File: config.mk
export PLATFORM = sky130hd
export DESIGN_NAME = running_mean_filter
export DESIGN_NICKNAME = d
export VERILOG_FILES = /design/src/sv/rmf_pkg.sv /design/src/sv/rmf_ram.sv /design/src/sv/rmf_div.sv /design/src/sv/running_mean_filter.sv
export VERILOG_INCLUDE_DIRS = /design/src /design/src/sv
export SDC_FILE = /design/constraint.sdc
export NUM_CORES = 1
export LEC_CHECK = 0
export BUFFER_PORTS_ARGS = -buffer_cell sky130_fd_sc_hd__buf_4
export CAP_MARGIN = 10
export CORE_ASPECT_RATIO = 1.1
export CORE_MARGIN = 1
export CORE_UTILIZATION = 32
export CTS_CLUSTER_SIZE = 8
export DETAILED_ROUTE_END_ITERATION = 16
export GPL_TIMING_DRIVEN = 0
export MAX_ROUTING_LAYER = met4
export PLACE_DENSITY = 0.52
export SKIP_CTS_REPAIR_TIMING = 1
export SLEW_MARGIN = 20
export SYNTH_ARGS = -nofsm -noshare
export SYNTH_HDL_FRONTEND = slang
export SYNTH_HIERARCHICAL = 1
export SYNTH_SLANG_ARGS = --single-unit
File: constraint.sdc
create_clock -name clk_i -period 8.3 [get_ports clk_i]
set_input_delay 0.83 -clock clk_i [delete_from_list [all_inputs] [get_ports clk_i]]
set_output_delay 0.83 -clock clk_i [all_outputs]
set_load 0.02 [all_outputs]
File: src/sv/assert_macros.svh
// Assertion macros shared by the running mean filter RTL.
`ifndef ASSERT_MACROS_SVH
`define ASSERT_MACROS_SVH

// Property checked on every rising edge, switched off while reset is low.
`define RMF_ASSERT(lbl, clk, rst_n, prop, msg) \
  lbl: assert property (@(posedge clk) disable iff (!rst_n) (prop)) else $error(msg);

// Condition that must never be seen outside reset.
`define RMF_NEVER(lbl, clk, rst_n, cond, msg) \
  lbl: assert property (@(posedge clk) disable iff (!rst_n) !(cond)) else $error(msg);

`endif

File: src/sv/rmf_pkg.sv
// Package for the running mean filter: widths, defaults and control states.
package rmf_pkg;

  localparam int unsigned SAMPLE_W   = 16;
  localparam int unsigned FILLED_W   = 5;
  localparam int unsigned WINDOW_DEF = 20;

  typedef enum logic [1:0] {
    ST_IDLE,
    ST_READ,
    ST_DIV,
    ST_OUT
  } rmf_state_e;

endpackage

File: src/sv/rmf_ram.sv
// Generic single-port-write, single-port-read RAM with registered read data.
module rmf_ram #(
  parameter int unsigned WIDTH  = 16,
  parameter int unsigned DEPTH  = 20,
  localparam int unsigned ADDR_W = (DEPTH > 1) ? $clog2(DEPTH) : 1
) (
  input  logic              clk_i,
  input  logic              we_i,
  input  logic [ADDR_W-1:0] waddr_i,
  input  logic [WIDTH-1:0]  wdata_i,
  input  logic              re_i,
  input  logic [ADDR_W-1:0] raddr_i,
  output logic [WIDTH-1:0]  rdata_o
);

  logic [WIDTH-1:0] mem_q [DEPTH];
  logic [WIDTH-1:0] rdata_q;

  // write port
  always_ff @(posedge clk_i) begin
    if (we_i) begin
      mem_q[waddr_i] <= wdata_i;
    end
  end

  // registered read port
  always_ff @(posedge clk_i) begin
    if (re_i) begin
      rdata_q <= mem_q[raddr_i];
    end
  end

  assign rdata_o = rdata_q;

endmodule

File: src/sv/rmf_div.sv
// Iterative signed-by-unsigned restoring divider, one quotient bit per cycle.
module rmf_div
  import rmf_pkg::*;
#(
  parameter int unsigned DIVIDEND_W = 21,
  parameter int unsigned DIVISOR_W  = 5
) (
  input  logic                  clk_i,
  input  logic                  rst_ni,
  input  logic                  start_i,
  input  logic [DIVIDEND_W-1:0] dividend_i,
  input  logic [DIVISOR_W-1:0]  divisor_i,
  output logic                  done_o,
  output logic [DIVIDEND_W-1:0] quot_o
);

  `include "assert_macros.svh"

  localparam int unsigned STEP_W = $clog2(DIVIDEND_W + 1);

  logic                  busy_q, busy_d;
  logic                  done_q, done_d;
  logic [STEP_W-1:0]     step_q, step_d;
  logic                  neg_q, neg_d;
  logic [DIVISOR_W-1:0]  divisor_q, divisor_d;
  logic [DIVISOR_W-1:0]  rem_q, rem_d;
  logic [DIVIDEND_W-1:0] quo_q, quo_d;

  logic [DIVISOR_W:0]    trial;
  logic [DIVISOR_W:0]    trial_sub;
  logic                  fits;

  // one restoring step
  always_comb begin
    trial     = {rem_q, quo_q[DIVIDEND_W-1]};
    trial_sub = trial - {1'b0, divisor_q};
    fits      = (trial >= {1'b0, divisor_q});
  end

  // sequencing of the iterations
  always_comb begin
    busy_d    = busy_q;
    done_d    = 1'b0;
    step_d    = step_q;
    neg_d     = neg_q;
    divisor_d = divisor_q;
    rem_d     = rem_q;
    quo_d     = quo_q;
    if (start_i) begin
      busy_d    = 1'b1;
      step_d    = STEP_W'(DIVIDEND_W);
      neg_d     = dividend_i[DIVIDEND_W-1];
      divisor_d = divisor_i;
      rem_d     = '0;
      quo_d     = dividend_i[DIVIDEND_W-1] ? (~dividend_i + 1'b1) : dividend_i;
    end else if (busy_q) begin
      rem_d  = fits ? trial_sub[DIVISOR_W-1:0] : trial[DIVISOR_W-1:0];
      quo_d  = {quo_q[DIVIDEND_W-2:0], fits};
      step_d = step_q - 1'b1;
      if (step_q == STEP_W'(1)) begin
        busy_d = 1'b0;
        done_d = 1'b1;
      end
    end
  end

  // control state
  always_ff @(posedge clk_i or negedge rst_ni) begin
    if (!rst_ni) begin
      busy_q <= 1'b0;
      done_q <= 1'b0;
      step_q <= '0;
    end else begin
      busy_q <= busy_d;
      done_q <= done_d;
      step_q <= step_d;
    end
  end

  // datapath
  always_ff @(posedge clk_i) begin
    neg_q     <= neg_d;
    divisor_q <= divisor_d;
    rem_q     <= rem_d;
    quo_q     <= quo_d;
  end

  assign done_o = done_q;
  assign quot_o = neg_q ? (~quo_q + 1'b1) : quo_q;

  `RMF_NEVER(a_div_start_busy, clk_i, rst_ni, start_i && busy_q, "divider restarted while busy")
  `RMF_ASSERT(a_div_start_runs, clk_i, rst_ni, start_i |=> busy_q && !done_q, "divider did not start")
  `RMF_ASSERT(a_div_done_end, clk_i, rst_ni, done_q |-> $past(busy_q) && !busy_q, "done without a run")

endmodule

File: src/sv/running_mean_filter.sv
// Running mean filter: ring RAM of samples, running sum and iterative divider.
// Usage:
//   Input channel in_valid_i/in_ready_o carries one signed Q8.8 sample_i per
//   item. Output channel out_valid_o/out_ready_i carries mean_o (signed Q8.8,
//   truncated toward zero) and filled_o (samples averaged, up to WINDOW).
//   One result item per input item, in order.
// Timing:
//   Accept cycle reads the oldest ring entry; the next cycle updates the sum,
//   writes the new sample and starts the divider, which gives one quotient
//   bit per cycle over the SUM_W-bit sum. The quotient is loaded into the
//   output register once the divider is done and that register is free,
//   and the next item is taken in the cycle after it is loaded, so a new
//   item is only accepted once the last one has been through the divider.
// Reset:
//   Clears the fill count, write slot and running sum; the ring RAM is not
//   cleared, as an entry is only used once the ring has been filled.
// Stalls:
//   A finished result waits in the output register while the next item is
//   accepted and worked on; a second result waits for that register to free.
module running_mean_filter
  import rmf_pkg::*;
#(
  parameter int unsigned WINDOW = WINDOW_DEF
) (
  input  logic                       clk_i,
  input  logic                       rst_ni,
  input  logic                       in_valid_i,
  output logic                       in_ready_o,
  input  logic signed [SAMPLE_W-1:0] sample_i,
  output logic                       out_valid_o,
  input  logic                       out_ready_i,
  output logic signed [SAMPLE_W-1:0] mean_o,
  output logic [FILLED_W-1:0]        filled_o
);

  `include "assert_macros.svh"

  localparam int unsigned SLOT_W = (WINDOW > 1) ? $clog2(WINDOW) : 1;
  localparam int unsigned CNT_W  = $clog2(WINDOW + 1);
  localparam int unsigned SUM_W  = SAMPLE_W + $clog2(WINDOW);

  rmf_state_e state_q, state_d;

  logic [SLOT_W-1:0]        slot_q, slot_d;
  logic [CNT_W-1:0]         cnt_q, cnt_d;
  logic signed [SUM_W-1:0]  sum_q, sum_d;
  logic signed [SAMPLE_W-1:0] smp_q;
  logic                     full;

  logic                     ram_re, ram_we;
  logic [SAMPLE_W-1:0]      ram_rdata;
  logic signed [SAMPLE_W-1:0] oldest;

  logic                     div_start, div_done;
  logic [SUM_W-1:0]         div_quot;

  logic                     out_load;
  logic                     out_valid_q, out_valid_d;
  logic signed [SAMPLE_W-1:0] mean_q;
  logic [FILLED_W-1:0]      filled_q;

  assign full   = (cnt_q == CNT_W'(WINDOW));
  assign oldest = $signed(ram_rdata);

  // next state
  always_comb begin
    state_d = state_q;
    case (state_q)
      ST_IDLE: if (in_valid_i) state_d = ST_READ;
      ST_READ: state_d = ST_DIV;
      ST_DIV:  if (div_done) state_d = ST_OUT;
      ST_OUT:  if (!out_valid_q || out_ready_i) state_d = ST_IDLE;
      default: state_d = ST_IDLE;
    endcase
  end

  // state outputs
  always_comb begin
    in_ready_o = 1'b0;
    ram_re     = 1'b0;
    ram_we     = 1'b0;
    div_start  = 1'b0;
    out_load   = 1'b0;
    case (state_q)
      ST_IDLE: begin
        in_ready_o = 1'b1;
        ram_re     = in_valid_i;
      end
      ST_READ: begin
        ram_we    = 1'b1;
        div_start = 1'b1;
      end
      ST_DIV:  ;
      ST_OUT:  out_load = !out_valid_q || out_ready_i;
      default: ;
    endcase
  end

  // sum, slot and fill count update in the write-back cycle
  always_comb begin
    slot_d = slot_q;
    cnt_d  = cnt_q;
    sum_d  = sum_q;
    if (ram_we) begin
      sum_d = sum_q + SUM_W'(smp_q) - (full ? SUM_W'(oldest) : SUM_W'(0));
      slot_d = (slot_q == SLOT_W'(WINDOW - 1)) ? '0 : slot_q + 1'b1;
      if (!full) begin
        cnt_d = cnt_q + 1'b1;
      end
    end
  end

  // output register
  always_comb begin
    out_valid_d = out_valid_q;
    if (out_load) begin
      out_valid_d = 1'b1;
    end else if (out_ready_i) begin
      out_valid_d = 1'b0;
    end
  end

  always_ff @(posedge clk_i or negedge rst_ni) begin
    if (!rst_ni) begin
      state_q     <= ST_IDLE;
      slot_q      <= '0;
      cnt_q       <= '0;
      sum_q       <= '0;
      out_valid_q <= 1'b0;
    end else begin
      state_q     <= state_d;
      slot_q      <= slot_d;
      cnt_q       <= cnt_d;
      sum_q       <= sum_d;
      out_valid_q <= out_valid_d;
    end
  end

  // payload registers
  always_ff @(posedge clk_i) begin
    if (in_valid_i && in_ready_o) begin
      smp_q <= sample_i;
    end
    if (out_load) begin
      mean_q   <= $signed(div_quot[SAMPLE_W-1:0]);
      filled_q <= FILLED_W'(cnt_q);
    end
  end

  rmf_ram #(
    .WIDTH (SAMPLE_W),
    .DEPTH (WINDOW)
  ) u_ring (
    .clk_i   (clk_i),
    .we_i    (ram_we),
    .waddr_i (slot_q),
    .wdata_i (smp_q),
    .re_i    (ram_re),
    .raddr_i (slot_q),
    .rdata_o (ram_rdata)
  );

  rmf_div #(
    .DIVIDEND_W (SUM_W),
    .DIVISOR_W  (CNT_W)
  ) u_div (
    .clk_i      (clk_i),
    .rst_ni     (rst_ni),
    .start_i    (div_start),
    .dividend_i (sum_d),
    .divisor_i  (cnt_d),
    .done_o     (div_done),
    .quot_o     (div_quot)
  );

  assign out_valid_o = out_valid_q;
  assign mean_o      = mean_q;
  assign filled_o    = filled_q;

  `RMF_ASSERT(a_accept_reads, clk_i, rst_ni, (in_valid_i && in_ready_o) |=> (state_q == ST_READ), "accepted item not read back")
  `RMF_ASSERT(a_bounds, clk_i, rst_ni, (cnt_q <= CNT_W'(WINDOW)) && ({1'b0, slot_q} < (SLOT_W + 1)'(WINDOW)) || (WINDOW == 1), "slot or count out of range")
  `RMF_ASSERT(a_count_rises, clk_i, rst_ni, (in_valid_i && in_ready_o && !full) |-> ##2 (cnt_q == $past(cnt_q, 2) + 1'b1), "fill count did not advance")
  `RMF_ASSERT(a_div_before_out, clk_i, rst_ni, (state_q == ST_OUT) |-> $past(div_done) || $past(state_q == ST_OUT), "result loaded without a quotient")

endmodule

==> results of run 1 <==
[per-stage QoR]
step                      cells  instance area [um2]  hold slack, ns  utilization
after floorplan            1380                19900           0.460            -
after global placement     2246                21300           0.481        0.347
after global routing       2351                23300           0.237        0.380
final                      2351                23300           0.222        0.380
after detailed placement   2264                21600           0.487        0.352
after CTS                  2351                23300           0.213        0.380
[state kept, by name, summed over array words and instances, names as in the netlist]
signal,count
slot_q,5
u_div/step_q,5
u_div/done_o,1
sum_q,21
state_q,2
u_ring/rdata_o,16
u_div/rem_q,5
u_div/busy_q,1
filled_o,5
out_valid_o,1
cnt_q,5
u_div/neg_q,1
mean_o,16
u_ring/mem_q,320
smp_q,16
u_div/divisor_q,5
u_div/quo_q,21
[area by class of cell]
cell class                 instances  share of cell area
buffer                            61              0.0137
clock buffer                      84              0.0692
clock inverter                     3             0.00386
inverter                         105              0.0169
multi-input combinational        768               0.264
sequential                       446               0.563
tap                              824              0.0442
timing repair buffer              60              0.0244
[worst min path at each step]
| stage | slack [ns] | start | depth (start not counted) | endpoint |
|---|---|---|---|---|
| global placement | 0.48 | u_div/rem_q[4]$_SDFFE_PP0P_ | 1 | u_div/rem_q[4]$_SDFFE_PP0P_ |
| detailed placement | 0.49 | cnt_q[4]$_DFF_PN0_ | 0 | filled_o[4]$_DFFE_PP_ |
| global route | 0.24 | rst_ni | 1 | sum_q[13]$_DFF_PN0_ |
| CTS | 0.21 | rst_ni | 1 | sum_q[13]$_DFF_PN0_ |
| floorplan | 0.46 | cnt_q[4]$_DFF_PN0_ | 0 | filled_o[4]$_DFFE_PP_ |
| finish | 0.22 | rst_ni | 1 | sum_q[13]$_DFF_PN0_ |
[where the power goes]
part | switching, mW | internal, mW
logic | 2.23 | 1.45
clock network | 0.911 | 1.33
registers | 0.274 | 2.95
total | 3.42 | 5.73
[routing by layer]
layer,track usage,wire length (um),up-vias
li1,-,-,5433
met1,0.178,19200,5776
met2,0.270,24400,202
met3,0.0241,1650,76
met4,0.0432,1010,0
met5,-,0,-
[cells in the final DEF (no fill, tap or decap), types with 12 or more instances in the layout]
cell,instances
o22ai_1,25
o21ai_0,45
a21oi_1,42
inv_1,105
a22oi_1,17
mux2i_1,103
xnor2_1,35
clkbuf_16,61
nand2_1,72
and2_1,16
mux2_2,31
edfxtp_1,400
nand3_1,12
ha_1,37
nor2_1,44
a211oi_1,15
nor2_2,16
buf_4,55
xor2_1,18
clkbuf_1,53
a21o_1,13
mux4_2,15
nor3_1,15
dfrtp_1,41
nand4_1,24
fa_1,21
==> insert_results.sql, run 1 <==
INSERT INTO impl_metrics (metric_group, metric, value, unit) VALUES
('run_status', 'status', 'finished clean', ''),
('floorplan', 'die_area', '0.0633', 'mm2'),
('synth', 'ys.warnings.count', '6', ''),
('sta', 'post-route-period-util', '0.668', ''),
('placement', 'dp.final_hpwl', '32000', 'um'),
('cts', 'number_of_cts_inserted_buffers', '61', ''),
('final_layout', 'total_nets_final', '1581', ''),
('setup_path', 'worst_reg2reg_path_length_in_cells', '21', ''),
('floorplan', 'die_height', '264', 'um'),
('synth', 'netlist_area', '0.0199', 'mm2'),
('setup_path', 'worstSetupEndpointType', 'flip-flop', ''),
('routing', 'detail_route.drc_violations', '0', ''),
('synth', 'syn-instance-count', '1380', ''),
('final_layout', 'regArea', '0.0131', 'mm2'),
('sta', 'finalSetupViolCount', '0', ''),
('floorplan', 'ioPinCount', '43', ''),
('global_routing', 'globalRoute.totalOverflow', '0', ''),
('routing', 'wl_per_cell', '19.7', 'um'),
('sta', 'final.setup_skew', '0.0558', 'ns'),
('routing', 'drt_iter0_drc', '767', ''),
('run', 'max-cap-violations', '0', ''),
('setup_path', 'slowest_delay', '0.47', 'ns'),
('synth', 'syn_area_per_cell', '14.5', 'um2'),
('setup_path', 'regToRegSetupSlack', '2.76', 'ns'),
('placement', 'gp_congestion', '0.883', ''),
('global_routing', 'antenna_found_initial', '0', ''),
('setup_path', 'worst-endpoint-arrival', '5.88', 'ns'),
('power', 'static-leakage-power', '8.37', 'nW'),
('cts', 'bufs_on_longest_clock_path', '3', ''),
('final_layout', 'layout.filler_cells', '5815', ''),
('sta', 'report.final.slew_viol_count', '0', ''),
('setup_path', 'reg2reg_to', 'u_div/quo_q[19]$_DFFE_PP_', ''),
('setup_path', 'timing.critical_path.cells', 'inv_1, ha_1, and4b_1, buf_2, clkbuf_1, and2_1, fa_1, inv_1, ha_1, a21oi_1, o21ai_0, a221oi_1, nand4_1, o31ai_1, a311o_1, xor2_1, inv_1, clkbuf_1, and3_1, a21oi_1, nand3_1', ''),
('setup_path', 'timing.critical_path.from', 'cnt_q[0]$_DFF_PN0_', ''),
('cts', 'numClockSinks', '446', ''),
('final_layout', 'layout-drive-gt1-share', '0.159', ''),
('cts', 'cts-root-buf', 'clkbuf_16', ''),
('floorplan', 'floorplan.core_area', '0.0613', 'mm2'),
('sta', 'max_frequency', '0.180', 'GHz'),
('cts', 'cts_tree', 'yes', ''),
('setup_path', 'path_max_fanout', '10', ''),
('setup_path', 'required', '8.63', 'ns'),
('sta', 'relSlewSlack', '0.373', ''),
('setup_path', 'timing.critical_path.from_type', 'flip-flop', ''),
('sta', 'hold_viol_final', '0', ''),
('sta', 'final.setup.worst_slack', '2.76', 'ns'),
('setup_path', 'crit_path_top_delay_cell', 'xor2_1', ''),
('final_layout', 'area_delta_synth_final', '16.9', '%'),
('hold_path', 'hold_path.class', 'in -> async', ''),
('routing', 'antenna_left', '0', ''),
('sta', 'grt_setup_unrepaired', 'no', ''),
('final_layout', 'multiInputGateArea', '0.00617', 'mm2'),
('sta', 'final.setup.tns', '0', 'ns'),
('cts', 'clock_insertion_delay_worst_skew', '0.64', 'ns'),
('global_routing', 'grt_first_pass_wirelength', '71200', 'um'),
('setup_path', 'critPathBufInv', '6', ''),
('setup_path', 'rr_startpoint', 'cnt_q[0]$_DFF_PN0_', ''),
('floorplan', 'floorplan.initialDensity', '0.325', ''),
('floorplan', 'die-width', '240', 'um'),
('final_layout', 'antenna_cells_inserted', '0', ''),
('setup_path', 'worst-setup-path-type', 'reg -> reg', ''),
('setup_path', 'cp_num_cells', '21', ''),
('cts', 'cts.clk_slew.worst_paths', '0.06', 'ns'),
('power', 'ir_drop_worst_vdd', '0.166', 'mV'),
('placement', 'port_buffers', '42', ''),
('global_routing', 'first_global_vias', '12000', ''),
('setup_path', 'family_of_cells_with_the_greatest_summed_delay_on_the_critical_path', 'compound AO/OA/AOI/OAI gates', ''),
('synth', 'synth_fp_nets', '1458', ''),
('cts', 'htree_num_levels', '2', ''),
('global_routing', 'grt_util_all_layers', '0.153', ''),
('power', 'pwr_density_cell', '392', 'mW/mm2'),
('routing', 'vias_per_cell', '4.89', ''),
('routing', 'detail_route.first_pass.iterations', '4', ''),
('sta', 'worst_pin_slew', '0.934', 'ns'),
('sta', 'timing.final.crit_period', '5.54', 'ns'),
('global_routing', 'pin_count_of_the_biggest_net_entering_global_routing', '42', ''),
('setup_path', 'path_common_cell', 'inv_1', ''),
('routing', 'routed_via_count', '11500', ''),
('setup_path', 'worst_setup_path_endpoint', 'u_div/quo_q[19]$_DFFE_PP_', ''),
('routing', 'drt_wl_total', '46300', 'um'),
('floorplan', 'rows', '95', ''),
('placement', 'post-place-ws', '2.69', 'ns'),
('power', 'fin_total_pwr', '9.15', 'mW');
No activity file was read; power rests on OpenSTA's default activity.
==> inputs of run 2 (changes only) <==
Clock period 8.3 ns to 5.8 ns, I/O delays scaled along.
==> insert_results.sql, run 2 (synthesis gave the netlist of run 1 again) <==
INSERT INTO impl_metrics (metric_group, metric, value, unit) VALUES
('global_routing', 'grt_util_all_layers', '0.153', ''),
('sta', 'finalSetupViolCount', '0', ''),
('floorplan', 'die_area', '0.0633', 'mm2'),
('power', 'net_switching_fraction_of_the_power', '0.374', ''),
('power', 'pwr_density_cell', '561', 'mW/mm2'),
('sta', 'timing.final.crit_period', '5.33', 'ns'),
('final_layout', 'layout_commonest_cell', 'edfxtp_1', ''),
('run', 'max-cap-violations', '0', ''),
('setup_path', 'crit_path_top_delay_cell', 'or4_1', ''),
('global_routing', 'pin_count_of_the_biggest_net_entering_global_routing', '42', ''),
('power', 'static-leakage-power', '8.37', 'nW'),
('routing', 'vias_per_cell', '4.89', ''),
('floorplan', 'floorplan.core_area', '0.0613', 'mm2'),
('power', 'internal-power', '8.20', 'mW'),
('setup_path', 'slowest_delay', '0.54', 'ns'),
('power', 'ir_drop_worst_vdd', '0.237', 'mV'),
('sta', 'hold_viol_final', '0', ''),
('sta', 'report.final.slew_viol_count', '0', ''),
('final_layout', 'number_of_flip_flops_in_the_largest_register', '320', ''),
('routing', 'drt_iter0_drc', '758', ''),
('cts', 'number_of_cts_inserted_buffers', '61', ''),
('floorplan', 'ioPinCount', '43', ''),
('sta', 'post-route-period-util', '0.918', ''),
('setup_path', 'timing.critical_path.cells', 'inv_1, ha_1, and4b_1, buf_2, and2_1, fa_1, inv_1, ha_1, a21o_1, a21oi_1, nand2_1, a221oi_2, nand2_1, xnor2_1, mux2i_1, or4_1, clkbuf_1, o41ai_1, xor2_1, a21oi_1', ''),
('sta', 'worst_hold_check_slack', '0.132', 'ns'),
('power', 'clock_share_of_power', '0.245', ''),
('cts', 'cts.clk_slew.worst_paths', '0.05', 'ns'),
('power', 'fin_total_pwr', '13.1', 'mW'),
('cts', 'bufs_on_longest_clock_path', '3', ''),
('floorplan', 'die-width', '240', 'um'),
('global_routing', 'grt_first_pass_wirelength', '71200', 'um'),
('hold_path', 'hold_path.class', 'in -> reg', ''),
('routing', 'detail_route.first_pass.iterations', '7', ''),
('global_routing', 'antenna_found_initial', '0', ''),
('routing', 'wl_per_cell', '19.6', 'um'),
('cts', 'cts-root-buf', 'clkbuf_16', ''),
('final_layout', 'layout.filler_cells', '5810', ''),
('final_layout', 'layout-drive-gt1-share', '0.160', ''),
('placement', 'gp_congestion', '0.883', ''),
('run_status', 'status', 'finished clean', ''),
('routing', 'detail_route.drc_violations', '0', ''),
('sta', 'final.setup_skew', '0.0564', 'ns'),
('setup_path', 'path_max_fanout', '19', ''),
('setup_path', 'worstSetupEndpointType', 'flip-flop', ''),
('power', 'switchingPower', '4.89', 'mW'),
('final_layout', 'top_regs', 'u_ring/mem_q (320), sum_q (21), u_div/quo_q (21)', ''),
('placement', 'dp.final_hpwl', '32000', 'um'),
('global_routing', 'globalRoute.totalOverflow', '0', ''),
('setup_path', 'required', '6.11', 'ns'),
('cts', 'numClockSinks', '446', ''),
('cts', 'clock_insertion_delay_worst_skew', '0.64', 'ns'),
('sta', 'final.setup.tns', '0', 'ns'),
('setup_path', 'timing.critical_path.from_type', 'flip-flop', ''),
('setup_path', 'critPathBufInv', '4', ''),
('sta', 'worst_pin_slew', '0.928', 'ns'),
('routing', 'drt_wl_total', '46100', 'um'),
('final_layout', 'layout_common_cells', 'edfxtp_1 (400), inv_1 (105), mux2i_1 (103)', ''),
('power', 'pwr-share-comb', '0.403', ''),
('floorplan', 'die_height', '264', 'um'),
('setup_path', 'worst-endpoint-arrival', '5.64', 'ns'),
('cts', 'cts_tree', 'yes', ''),
('placement', 'port_buffers', '42', ''),
('setup_path', 'family_of_cells_with_the_greatest_summed_delay_on_the_critical_path', 'compound AO/OA/AOI/OAI gates', ''),
('final_layout', 'regMostFlops', 'u_ring/mem_q', ''),
('sta', 'max_frequency', '0.188', 'GHz'),
('routing', 'antenna_left', '0', ''),
('routing', 'routed_via_count', '11500', ''),
('setup_path', 'worst-setup-path-type', 'reg -> reg', ''),
('final_layout', 'total_nets_final', '1581', ''),
('power', 'power_frac_seq', '0.352', ''),
('final_layout', 'antenna_cells_inserted', '0', ''),
('final_layout', 'area_delta_synth_final', '17.0', '%'),
('sta', 'grt_setup_unrepaired', 'no', ''),
('global_routing', 'first_global_vias', '12000', ''),
('floorplan', 'rows', '95', ''),
('cts', 'htree_num_levels', '2', ''),
('floorplan', 'floorplan.initialDensity', '0.325', ''),
('sta', 'relSlewSlack', '0.377', '');
==> run 2: changes by cell type in the layout (fill, tap and decap cells not counted), sizes merged <==
cell,previous run,this run
dlygate4sd3,0,1
clkbuf,114,113
==> run 2: path summary, 6_finish.rpt <==
path | cells after the start | slack [ns] | from | end
max | 20 | 0.47 | cnt_q[0]$_DFF_PN0_ | u_div/quo_q[14]$_DFFE_PP_
min | 1 | 0.13 | sample_i[12] | smp_q[12]$_DFFE_PP_
max reg2reg | 20 | 0.47 | cnt_q[0]$_DFF_PN0_ | u_div/quo_q[14]$_DFFE_PP_
min reg2reg | 0 | 0.49 | cnt_q[4]$_DFF_PN0_ | filled_o[4]$_DFFE_PP_
max in group asynchronous | 2 | 4.85 | rst_ni | out_valid_o$_DFFE_PN0P_
min in group asynchronous | 2 | 0.52 | rst_ni | sum_q[13]$_DFF_PN0_
==> run 2: per-stage QoR <==
step                      utilization  cell area, um2  worst slack (ns)  cells
after global routing            0.380           23300            0.0858   2351
final                           0.380           23300             0.473   2351
after detailed placement        0.352           21600             0.187   2264
after floorplan                     -           19900              1.13   1380
after CTS                       0.380           23300             0.202   2351
after global placement          0.347           21300             0.317   2246
==> run 2: cell type report <==
type,instances,area (um2),area share
Sequential cell,446,13100,0.563
Multi-Input combinational cell,768,6170,0.265
Clock buffer,84,1610,0.0691
Tap cell,824,1030,0.0442
Timing Repair Buffer,61,578,0.0248
Inverter,105,394,0.0169
Buffer,60,315,0.0135
Clock inverter,3,90.1,0.00386
==> run 2: routing by layer <==
| layer | up-vias | wire (um) | track usage |
|---|---|---|---|
| li1 | 5430 | - | - |
| met1 | 5756 | 19100 | 0.178 |
| met2 | 230 | 24400 | 0.270 |
| met3 | 77 | 1680 | 0.0241 |
| met4 | 0 | 1010 | 0.0432 |
| met5 | - | 0 | - |
==> run 2: worst reg2reg max path: stages (launching register included) <==
cell      delay [ns]
dfrtp_1         0.40
inv_1           0.09
ha_1            0.21
and4b_1         0.19
buf_2           0.22
and2_1          0.23
fa_1            0.48
inv_1           0.04
ha_1            0.34
a21o_1          0.21
a21oi_1         0.20
nand2_1         0.16
a221oi_2        0.45
nand2_1         0.12
xnor2_1         0.15
mux2i_1         0.14
or4_1           0.54
clkbuf_1        0.18
o41ai_1         0.42
xor2_1          0.21
a21oi_1         0.09
==> run 2: power groups by stage <==
stage,combinational (mW),sequential (mW),clock (mW)
floorplan,3.85,4.59,0
global placement,5.20,4.67,0
detailed placement,5.30,4.68,0
CTS,5.32,4.62,3.31
global route,5.85,4.69,3.43
finish,5.27,4.62,3.21
==> inputs of run 3 (changes only) <==
Settings changed: RECOVER_POWER set to 25.
==> insert_results.sql, run 3 (synthesis gave the netlist of run 1 again) <==
INSERT INTO impl_metrics (metric_group, metric, value, unit) VALUES
('sta', 'finalSetupViolCount', '0', ''),
('sta', 'post-route-period-util', '0.920', ''),
('run', 'max-cap-violations', '1', ''),
('placement', 'port_buffers', '42', ''),
('final_layout', 'area_delta_synth_final', '16.9', '%'),
('sta', 'relSlewSlack', '-0.624', ''),
('routing', 'wl_per_cell', '19.6', 'um'),
('placement', 'placement.cell_area', '0.0216', 'mm2'),
('power', 'fin_total_pwr', '13.1', 'mW'),
('sta', 'report.final.slew_viol_count', '42', ''),
('routing', 'drt_wl_total', '46100', 'um'),
('routing', 'detail_route.drc_violations', '0', ''),
('setup_path', 'worstSetupEndpointType', 'flip-flop', ''),
('floorplan', 'die_height', '264', 'um'),
('sta', 'grt_setup_unrepaired', 'no', ''),
('power', 'ir_drop_worst_vdd', '0.237', 'mV'),
('cts', 'cts-root-buf', 'clkbuf_16', ''),
('cts', 'cts_tree', 'yes', ''),
('global_routing', 'grt_util_all_layers', '0.153', ''),
('floorplan', 'rows', '95', ''),
('final_layout', 'final_core_utilization', '0.380', ''),
('cts', 'bufs_on_longest_clock_path', '3', ''),
('run_status', 'status', 'finished, violations left', ''),
('global_routing', 'grt_first_pass_wirelength', '71200', 'um'),
('setup_path', 'timing.critical_path.from_type', 'flip-flop', ''),
('global_routing', 'antenna_found_initial', '0', ''),
('final_layout', 'number_of_flip_flops_in_the_largest_register', '320', ''),
('placement', 'gp_congestion', '0.883', ''),
('global_routing', 'first_global_vias', '12000', ''),
('cts', 'numClockSinks', '446', ''),
('final_layout', 'final_cell_area', '0.0233', 'mm2'),
('placement', 'dp.final_hpwl', '32000', 'um'),
('final_layout', 'regMostFlops', 'u_ring/mem_q', ''),
('final_layout', 'layout-drive-gt1-share', '0.158', ''),
('run_status', 'failed_checks', 'capacitance limit, slew limit', ''),
('floorplan', 'floorplan.initialDensity', '0.325', ''),
('global_routing', 'pin_count_of_the_biggest_net_entering_global_routing', '42', ''),
('cts', 'htree_num_levels', '2', ''),
('setup_path', 'path_max_fanout', '19', ''),
('sta', 'worst_hold_check_slack', '0.154', 'ns'),
('final_layout', 'total_nets_final', '1581', ''),
('final_layout', 'layout_commonest_cell', 'edfxtp_1', ''),
('sta', 'final.setup.worst_slack', '0.462', 'ns'),
('floorplan', 'die-width', '240', 'um'),
('setup_path', 'worst-endpoint-arrival', '5.65', 'ns'),
('cts', 'number_of_cts_inserted_buffers', '61', ''),
('hold_path', 'hold_path.class', 'in -> reg', ''),
('final_layout', 'top_regs', 'u_ring/mem_q (320), sum_q (21), u_div/quo_q (21)', ''),
('routing', 'drt_iter0_drc', '742', ''),
('floorplan', 'floorplan.core_area', '0.0613', 'mm2'),
('routing', 'antenna_left', '0', ''),
('sta', 'max_frequency', '0.187', 'GHz'),
('floorplan', 'die_area', '0.0633', 'mm2'),
('final_layout', 'post_layout_nonfiller_instances', '2351', ''),
('power', 'pwr_density_cell', '561', 'mW/mm2'),
('placement', 'post-place-ws', '0.187', 'ns'),
('routing', 'routed_via_count', '11500', ''),
('floorplan', 'ioPinCount', '43', ''),
('final_layout', 'antenna_cells_inserted', '0', ''),
('setup_path', 'required', '6.12', 'ns'),
('sta', 'worst_pin_slew', '2.44', 'ns'),
('routing', 'detail_route.first_pass.iterations', '5', ''),
('cts', 'clock_insertion_delay_worst_skew', '0.64', 'ns'),
('sta', 'hold_viol_final', '0', ''),
('placement', 'dp_cells', '2264', ''),
('power', 'static-leakage-power', '8.36', 'nW'),
('cts', 'cts.clk_slew.worst_paths', '0.05', 'ns'),
('final_layout', 'layout_common_cells', 'edfxtp_1 (400), inv_1 (105), mux2i_1 (103)', ''),
('sta', 'timing.final.crit_period', '5.34', 'ns'),
('global_routing', 'globalRoute.totalOverflow', '0', ''),
('setup_path', 'worst-setup-path-type', 'reg -> reg', ''),
('routing', 'vias_per_cell', '4.88', ''),
('sta', 'final.setup_skew', '0.0576', 'ns'),
('sta', 'final.setup.tns', '0', 'ns');
run 3: cell types whose count changed in the layout (fill, tap and decap cells not counted):
cell	change
clkbuf_1	+3
buf_4	-18
clkbuf_4	+15
run 3: critical path, cell delays in order (launching register included):
cell	delay, ns
dfrtp_1	0.40
inv_1	0.09
ha_1	0.21
and4b_1	0.19
buf_2	0.23
and2_1	0.21
fa_1	0.48
inv_1	0.04
ha_1	0.34
a21o_1	0.20
a21oi_1	0.20
nand2_1	0.16
a221oi_2	0.45
nand2_1	0.12
xnor2_1	0.15
mux2i_1	0.14
or4_1	0.54
clkbuf_1	0.18
o41ai_1	0.43
xor2_1	0.21
a21oi_1	0.08
run 3: power breakdown:
group	leakage (nW)	switching, mW	internal [mW]	total (mW)
logic	3.37	3.20	2.08	5.27
clock network	0.813	1.30	1.90	3.21
registers	4.18	0.393	4.22	4.61
run 3: layout make-up:
| class | count | area, um2 |
|---|---|---|
| fill | 5814 | 38000 |
| sequential | 446 | 13100 |
| multi-input combinational | 768 | 6170 |
| clock buffer | 84 | 1610 |
| tap | 824 | 1030 |
| timing repair buffer | 61 | 567 |
| inverter | 105 | 394 |
| buffer | 60 | 315 |
| clock inverter | 3 | 90.1 |
run 3: routing by layer:
| layer | part of all wire | GRT usage |
|---|---|---|
| met4 | 0.021 | 0.0432 |
| met2 | 0.53 | 0.270 |
| met3 | 0.037 | 0.0241 |
| met1 | 0.41 | 0.178 |
| met5 | 0 | - |
run 3: worst paths after layout:
path | from | cells after the start | slack [ns] | to
min in group asynchronous | rst_ni | 2 | 1.26 | sum_q[13]$_DFF_PN0_
max in group asynchronous | rst_ni | 2 | 3.12 | out_valid_o$_DFFE_PN0P_
hold / removal | sample_i[12] | 1 | 0.15 | smp_q[12]$_DFFE_PP_
hold reg to reg | cnt_q[4]$_DFF_PN0_ | 0 | 0.49 | filled_o[4]$_DFFE_PP_
setup / recovery | cnt_q[0]$_DFF_PN0_ | 20 | 0.46 | u_div/quo_q[14]$_DFFE_PP_
setup reg to reg | cnt_q[0]$_DFF_PN0_ | 20 | 0.46 | u_div/quo_q[14]$_DFFE_PP_
